**src/rtl/spq_pkg.sv**
```systemverilog
// Shared types and constants for the sorted priority queue unit.
package spq_pkg;

   // Number of cells in the chain (2 to 256).
   localparam int CAPACITY = 16;
   // Payload width of value and priority.
   localparam int DATA_W   = 32;
   // Width of the entry count reported on the result channel.
   localparam int COUNT_OUT_W = 5;
   // Internal occupancy counter, wide enough for CAPACITY and for the report.
   localparam int OCC_W = ($clog2(CAPACITY + 1) > COUNT_OUT_W) ?
                          $clog2(CAPACITY + 1) : COUNT_OUT_W;

   // Command codes on the request channel.
   typedef enum logic {
      CMD_ENQ = 1'b0,
      CMD_DEQ = 1'b1
   } cmd_code_type;

   // One held entry.
   typedef struct packed {
      logic signed [DATA_W-1:0] value;
      logic signed [DATA_W-1:0] prio;
   } entry_type;

   // Operation broadcast to every cell in a cycle.
   typedef struct packed {
      logic enq;   // insert the broadcast entry (queue not full)
      logic deq;   // pop the head (queue not empty)
   } cell_op_type;

   // What a cell shows to its neighbors.
   typedef struct packed {
      entry_type entry;
      logic      occupied;
      logic      greater;   // broadcast entry would be placed at or before this cell
   } cell_link_type;

endpackage

```
**src/rtl/spq_if.sv**
```systemverilog
// Request and response channel interfaces of the sorted priority queue unit.
interface spq_req_if;
   import spq_pkg::*;

   logic                     valid;
   logic                     ready;
   cmd_code_type             cmd;
   logic signed [DATA_W-1:0] item_value;
   logic signed [DATA_W-1:0] item_priority;

   modport source (output valid, cmd, item_value, item_priority, input ready);
   modport sink   (input valid, cmd, item_value, item_priority, output ready);
endinterface

interface spq_rsp_if;
   import spq_pkg::*;

   logic                          valid;
   logic                          ready;
   logic                          out_valid;
   logic signed [DATA_W-1:0]      out_value;
   logic signed [DATA_W-1:0]      out_priority;
   logic        [COUNT_OUT_W-1:0] entry_count;
   logic                          overflow;

   modport source (output valid, out_valid, out_value, out_priority, entry_count,
                   overflow, input ready);
   modport sink   (input valid, out_valid, out_value, out_priority, entry_count,
                   overflow, output ready);
endinterface

```
**src/rtl/spq_cell.sv**
```systemverilog
// One queue slot: holds an entry and shifts with its neighbors on insert and pop.
module spq_cell (
   input  logic                   clock,
   input  logic                   reset,
   input  spq_pkg::cell_op_type   op,
   input  spq_pkg::entry_type     ins_entry,
   input  spq_pkg::cell_link_type left_link,
   input  spq_pkg::cell_link_type right_link,
   output spq_pkg::cell_link_type link
);
   import spq_pkg::*;

   entry_type entry_ff, entry_in;
   logic      occ_ff, occ_in;
   logic      greater;

   // Strictly greater priority goes ahead; empty cells always accept.
   assign greater = !occ_ff || ($signed(ins_entry.prio) > $signed(entry_ff.prio));

   // Next slot contents
   always_comb begin
      entry_in = entry_ff;
      occ_in   = occ_ff;
      if (op.enq) begin
         if (left_link.greater) begin
            // insert point is upstream: make room by shifting down
            entry_in = left_link.entry;
            occ_in   = left_link.occupied;
         end else if (greater) begin
            entry_in = ins_entry;
            occ_in   = 1'b1;
         end
      end else if (op.deq) begin
         entry_in = right_link.entry;
         occ_in   = right_link.occupied;
      end
   end

   always_ff @(posedge clock) begin
      if (reset) begin
         occ_ff <= 1'b0;
      end else begin
         occ_ff <= occ_in;
      end
      entry_ff <= entry_in;
   end

   assign link.entry    = entry_ff;
   assign link.occupied = occ_ff;
   assign link.greater  = greater;

endmodule

```
**src/rtl/sorted_priority_queue_unit.sv**
```systemverilog
// Top level of the sorted priority queue unit: cell chain, count and response register.
//
// Bounded priority queue of CAPACITY entries, highest priority at the head.
// Request word: cmd (enqueue or dequeue head), item_value, item_priority.
// Each request word gives exactly one response word: out_valid/out_value/
// out_priority for a dequeued entry (zeros otherwise), the entry count after
// the request, and overflow when an enqueue found the queue full and was dropped.
// Equal priorities leave in arrival order.
// Every slot is a cell of a chain; all cells compare the incoming priority at
// once and shift toward their neighbor in the same cycle, so a request is
// finished in the cycle it is accepted. The response word is registered and shows
// in the cycle after; throughput is one request per cycle while the receiver keeps up.
// The response register sits between the two sides: a new request is taken
// whenever the register is empty or its word is being taken in the same cycle;
// while the receiver stalls with a word pending, req ready stays low.
// Reset (synchronous, active high) empties the queue and the response register;
// no clearing pass is needed.
module sorted_priority_queue_unit (
   input  logic      clock,
   input  logic      reset,
   spq_req_if.sink   req_word,
   spq_rsp_if.source rsp_word
);
   import spq_pkg::*;

   cell_link_type link [CAPACITY];
   cell_op_type   op;
   entry_type     ins_entry;
   logic          accept;
   logic          full;
   logic          empty;
   logic          do_deq;
   logic          do_ovf;

   logic [OCC_W-1:0]         count_ff, count_in;
   logic                     rsp_valid_ff;
   logic                     out_valid_ff;
   logic signed [DATA_W-1:0] out_value_ff;
   logic signed [DATA_W-1:0] out_prio_ff;
   logic                     overflow_ff;

   // Handshake
   assign req_word.ready = !rsp_valid_ff || rsp_word.ready;
   assign accept         = req_word.valid && req_word.ready;

   // Command decode against the chain ends
   assign full  = link[CAPACITY-1].occupied;
   assign empty = !link[0].occupied;
   assign op.enq = accept && (req_word.cmd == CMD_ENQ) && !full;
   assign op.deq = accept && (req_word.cmd == CMD_DEQ) && !empty;
   assign do_deq = op.deq;
   assign do_ovf = accept && (req_word.cmd == CMD_ENQ) && full;

   assign ins_entry.value = req_word.item_value;
   assign ins_entry.prio  = req_word.item_priority;

   // Cell chain
   for (genvar i = 0; i < CAPACITY; i++) begin : g_cell
      cell_link_type left_l, right_l;
      if (i == 0) begin : g_head
         assign left_l = '0;
      end else begin : g_mid_l
         assign left_l = link[i-1];
      end
      if (i == CAPACITY - 1) begin : g_tail
         assign right_l = '0;
      end else begin : g_mid_r
         assign right_l = link[i+1];
      end
      spq_cell u_cell (
         .clock      (clock),
         .reset      (reset),
         .op         (op),
         .ins_entry  (ins_entry),
         .left_link  (left_l),
         .right_link (right_l),
         .link       (link[i])
      );
   end

   // Entry count
   always_comb begin
      count_in = count_ff;
      if (op.enq) begin
         count_in = count_ff + OCC_W'(1);
      end else if (op.deq) begin
         count_in = count_ff - OCC_W'(1);
      end
   end

   // Count and response register
   always_ff @(posedge clock) begin
      if (reset) begin
         count_ff     <= '0;
         rsp_valid_ff <= 1'b0;
      end else begin
         count_ff <= count_in;
         if (accept) begin
            rsp_valid_ff <= 1'b1;
         end else if (rsp_word.ready) begin
            rsp_valid_ff <= 1'b0;
         end
      end
      if (accept) begin
         out_valid_ff <= do_deq;
         out_value_ff <= do_deq ? link[0].entry.value : '0;
         out_prio_ff  <= do_deq ? link[0].entry.prio  : '0;
         overflow_ff  <= do_ovf;
      end
   end

   assign rsp_word.valid        = rsp_valid_ff;
   assign rsp_word.out_valid    = out_valid_ff;
   assign rsp_word.out_value    = out_value_ff;
   assign rsp_word.out_priority = out_prio_ff;
   assign rsp_word.entry_count  = count_ff[COUNT_OUT_W-1:0];
   assign rsp_word.overflow     = overflow_ff;

   // Checks
   a_empty_count : assert property (@(posedge clock) disable iff (reset)
      (count_ff == '0) == empty)
      else $error("head cell occupancy disagrees with entry count");

   a_full_count : assert property (@(posedge clock) disable iff (reset)
      (count_ff == OCC_W'(CAPACITY)) == full)
      else $error("tail cell occupancy disagrees with entry count");

   a_rsp_excl : assert property (@(posedge clock) disable iff (reset)
      rsp_valid_ff |-> !(out_valid_ff && overflow_ff))
      else $error("response word flags both dequeue and overflow");

   a_ovf_hold : assert property (@(posedge clock) disable iff (reset)
      do_ovf |=> $stable(count_ff))
      else $error("dropped enqueue changed the entry count");

endmodule

```
**src/flat_wrapper.sv**
```systemverilog
// flat-port wrapper written by rule: the top's interface ports become plain ports
module sorted_priority_queue_unit_flat import spq_pkg::*;
  (clock, reset, req_word_valid, req_word_cmd, req_word_item_value, req_word_item_priority, req_word_ready, rsp_word_valid, rsp_word_out_valid, rsp_word_out_value, rsp_word_out_priority, rsp_word_entry_count, rsp_word_overflow, rsp_word_ready);
  spq_req_if req_word_i ();
  spq_rsp_if rsp_word_i ();
  input  logic clock;
  input  logic reset;
  input wire logic [$bits(req_word_i.valid)-1:0] req_word_valid;
  input wire logic [$bits(req_word_i.cmd)-1:0] req_word_cmd;
  input wire logic [$bits(req_word_i.item_value)-1:0] req_word_item_value;
  input wire logic [$bits(req_word_i.item_priority)-1:0] req_word_item_priority;
  output wire logic [$bits(req_word_i.ready)-1:0] req_word_ready;
  output wire logic [$bits(rsp_word_i.valid)-1:0] rsp_word_valid;
  output wire logic [$bits(rsp_word_i.out_valid)-1:0] rsp_word_out_valid;
  output wire logic [$bits(rsp_word_i.out_value)-1:0] rsp_word_out_value;
  output wire logic [$bits(rsp_word_i.out_priority)-1:0] rsp_word_out_priority;
  output wire logic [$bits(rsp_word_i.entry_count)-1:0] rsp_word_entry_count;
  output wire logic [$bits(rsp_word_i.overflow)-1:0] rsp_word_overflow;
  input wire logic [$bits(rsp_word_i.ready)-1:0] rsp_word_ready;
  assign req_word_i.valid = req_word_valid;
  assign req_word_i.cmd = req_word_cmd;
  assign req_word_i.item_value = req_word_item_value;
  assign req_word_i.item_priority = req_word_item_priority;
  assign req_word_ready = req_word_i.ready;
  assign rsp_word_valid = rsp_word_i.valid;
  assign rsp_word_out_valid = rsp_word_i.out_valid;
  assign rsp_word_out_value = rsp_word_i.out_value;
  assign rsp_word_out_priority = rsp_word_i.out_priority;
  assign rsp_word_entry_count = rsp_word_i.entry_count;
  assign rsp_word_overflow = rsp_word_i.overflow;
  assign rsp_word_i.ready = rsp_word_ready;
  sorted_priority_queue_unit u_core (.clock(clock), .reset(reset), .req_word(req_word_i), .rsp_word(rsp_word_i));
endmodule
```
**config.mk**
```make
export PLATFORM = sky130hd
export DESIGN_NAME = sorted_priority_queue_unit_flat
export DESIGN_NICKNAME = d
export VERILOG_FILES = /design/src/rtl/spq_pkg.sv /design/src/rtl/spq_if.sv /design/src/rtl/spq_cell.sv /design/src/rtl/sorted_priority_queue_unit.sv /design/src/flat_wrapper.sv
export SDC_FILE = /design/constraint.sdc
export NUM_CORES = 2
export LEC_CHECK = 0
export CAP_MARGIN = 30
export CORE_MARGIN = 3
export CORE_UTILIZATION = 63
export CTS_CLUSTER_DIAMETER = 120
export DETAILED_ROUTE_END_ITERATION = 12
export DONT_BUFFER_PORTS = 1
export PLACE_DENSITY = 0.86
export SLEW_MARGIN = 20
export SYNTH_ARGS = -nofsm -noshare
export SYNTH_HDL_FRONTEND = slang
export SYNTH_SLANG_ARGS = --single-unit
```
**constraint.sdc**
```tcl
create_clock -name clock -period 26.5 [get_ports clock]
set_input_delay 6.625 -clock clock [delete_from_list [all_inputs] [get_ports clock]]
set_output_delay 6.625 -clock clock [all_outputs]
set_load 0.03 [all_outputs]
```
==> metrics.csv <==
metric,value,unit
outcome,finished clean,
global placer's final weighted congestion,0.996,
CTS buffer count,114,
post-CTS sizing,0,
Syn Std Cell Area,67100,um2
pwr/cell area,63.4,nW/um2
core area,106000,um2
CP Max Fanout,3,
setup bufs post-CTS,0,
crit path DAT,6.94,ns
Netlist cell types,72,
Synthesized Nets,7289,
Initial Util,63.6,%
nature of the critical path startpoint,primary input,
"Cell Area, Placed",67900,um2
max-slew violations,0,
Syn Inst Count,6736,
Boundary Pins,142,
global-route wire length before repair,325000,um
fin area,71700,um2
Final Cycle Share,51.2,%
Port Buffers,0,
row cnt,119,
Crit Path Class,in2out,
total grt overflow,0,
Post-Route WL,220000,um
via count,57300,
hold buffer count at CTS,0,
Worst Skew,0.0432,ns
detailed placement HPWL,134000,um
CP Capture Type,output pin,
global-route usage over all layers,38.2,%
crit-path cells,nand2b_1,
worst-margin pin slew,1.17,ns
r2r setup slk,20.86,ns
DRC Markers,0,
Crit path max-delay family,simple AND/OR/NAND/NOR gates,
Hold Crit Class,reg2reg,
largest net degree at the start of global routing,279,
clk sinks,1112,
worst vdd ir,0.0000537,V
synthesized area per cell,9.97,um2
CTS Root Buffer Type,clkbuf_16,
"flops & latches, synth",1112,
vias in the first global route,55300,
final hold vios,0,
"Setup violations, final",0,
critical path buffer and inverter count,0,
First-pass DRT Iterations,8,
max_cap viols,0,
Tmin final,13.56,ns
Pleak,0.0279,uW
CTS tree,yes,
Max Buffers Root-to-Sink,3,
initial DRC count,10500,
CTS H-tree lvls,3,
antenna violations before repair,9,
total design power,4550,uW
Layout area overhead,6.87,%
CP max-delay cell,nand2b_1,
Worst path max stage delay,0.31,ns
f_max,0.0737,GHz
detailed-route vias per instance,7.25,
Final ANT Viol Nets,0,
wire per inst,27.8,um
ys flop type,edfxtp_1,
Die W,332,um
Post-synth EDFFs,1090,
Setup TNS,0,ns
Worst-Skew Late Latency,0.74,ns
"Reg clk slew, reported paths",0.06,ns
Crit path required time,19.88,ns
ys async rst share,0,%
Die Y,332,um
Slew Limit Headroom,21.3,%
die area,111000,um2
RSZ-0062 raised after global routing,no,
layout net count,6970,
share of cells above drive strength 1,5.57,%
sequential share of the synthesized area,49.4,%
Synthesis Warnings,0,
## cell usage after synthesis, types with 48 or more instances
master	count	area share, %
nor3_1	105	0.78
ha_1	483	9.0
and2_1	48	0.45
nand3_1	446	3.3
a211oi_1	143	1.6
nor2_1	503	2.8
o211ai_1	144	1.6
nand2_1	744	4.2
inv_1	489	2.7
a21oi_1	416	3.1
mux2i_1	310	4.6
a21o_1	89	1.0
buf_2	74	0.55
a31oi_1	67	0.62
o21ai_0	492	3.7
a221o_1	52	0.78
o221ai_1	188	2.5
clkbuf_1	436	2.4
edfxtp_1	1090	49
nand4_1	100	0.93
## stage by stage
step                instances  setup slack [ns]  utilization [%]  hold WS, ns
floorplan                6736             12.62                -        0.479
global placement         7678             12.93             64.2        0.497
detailed placement       7686             12.93             64.3        0.509
CTS                      7897             12.93             67.9        0.525
global route             7903             12.93             68.0        0.550
finish                   7905             12.94             68.0        0.532
## final cells by class
type,count,area [um2]
diodes,2,5.00
clock inverters,71,728
clock buffers,140,3010
flip-flops and latches,1112,33200
fillers,7328,33800
multi-input cells,4598,30300
repair buffers,100,940
well taps,1391,1740
inverters,491,1850
## layer usage
metal | global-route usage (%) | vias up | share of wire [%]
met1 | 48.7 | 26800 | 34
met4 | 26.1 | 8 | 7.6
met2 | 56.9 | 5117 | 43
li1 | - | 24400 | -
met5 | 0.426 | - | 0.025
met3 | 10.7 | 1026 | 15
## worst reg2reg max path, cell delays in order (launching register included)
cell	delay, ns
dfxtp_1	0.41
nand2b_1	0.35
nand2_1	0.26
nor3_4	0.16
buf_4	0.52
buf_12	0.76
buf_4	0.71
buf_4	0.72
buf_4	0.76
nand2_1	0.47
o221ai_1	0.31
## power breakdown
part           switching (uW)  internal (uW)  total [uW]
clock network             725            940        1670
logic                     478            221         699
registers                87.2           2090        2180
total                    1290           3260        4550
## state kept, by name, summed over array words and instances, names as in the netlist
name,flops
u_core.rsp_word.out_value,32
u_core.rsp_word.out_priority,32
u_core.g_cell.u_cell.link,1024
u_core.rsp_word.valid,1
u_core.rsp_word.entry_count,5
u_core.g_cell.u_cell.occ_ff,16
u_core.rsp_word.overflow,1
u_core.rsp_word.out_valid,1
## cell families after synthesis
| kind of cell | Yosys count | synth area share [%] |
|---|---|---|
| mux | 310 | 4.62 |
| xor+xnor | 4 | 0.0522 |
| fa+ha+maj | 484 | 9.03 |
| flops | 1112 | 49.4 |
| simple gates | 2036 | 13.4 |
| buf+inv | 1026 | 5.99 |
| compound gates | 1764 | 17.5 |
## worst paths after layout
| path | depth (start not counted) | end | from |
|---|---|---|---|
| setup / recovery | 1 | req_word_ready | rsp_word_ready |
| hold / removal | 2 | u_core.g_cell[14].u_cell.link[36] | u_core.g_cell[15].u_cell.link[36] |
| setup reg to reg | 10 | u_core.g_cell[5].u_cell.link[16] | u_core.rsp_word.valid |
| hold reg to reg | 2 | u_core.g_cell[14].u_cell.link[36] | u_core.g_cell[15].u_cell.link[36] |
## placed cells by master, fill, tap and decap left out, types with 48 or more instances in the layout
cell type / netlist / routed
a21o_1: 89 / 88
a221o_1: 52 / 52
nor3_1: 105 / 102
and2_1: 48 / 48
a211oi_1: 143 / 143
clkbuf_16: 0 / 115
mux2i_1: 310 / 310
buf_4: 3 / 82
o21ai_0: 492 / 483
edfxtp_1: 1090 / 1090
inv_1: 489 / 487
nand2_1: 744 / 738
nor2_1: 503 / 498
a31oi_1: 67 / 67
o211ai_1: 144 / 144
ha_1: 483 / 483
nand3_1: 446 / 444
a21oi_1: 416 / 413
nand4_1: 100 / 100
o221ai_1: 188 / 188
Note: power is estimated with default switching activity, not from simulation.
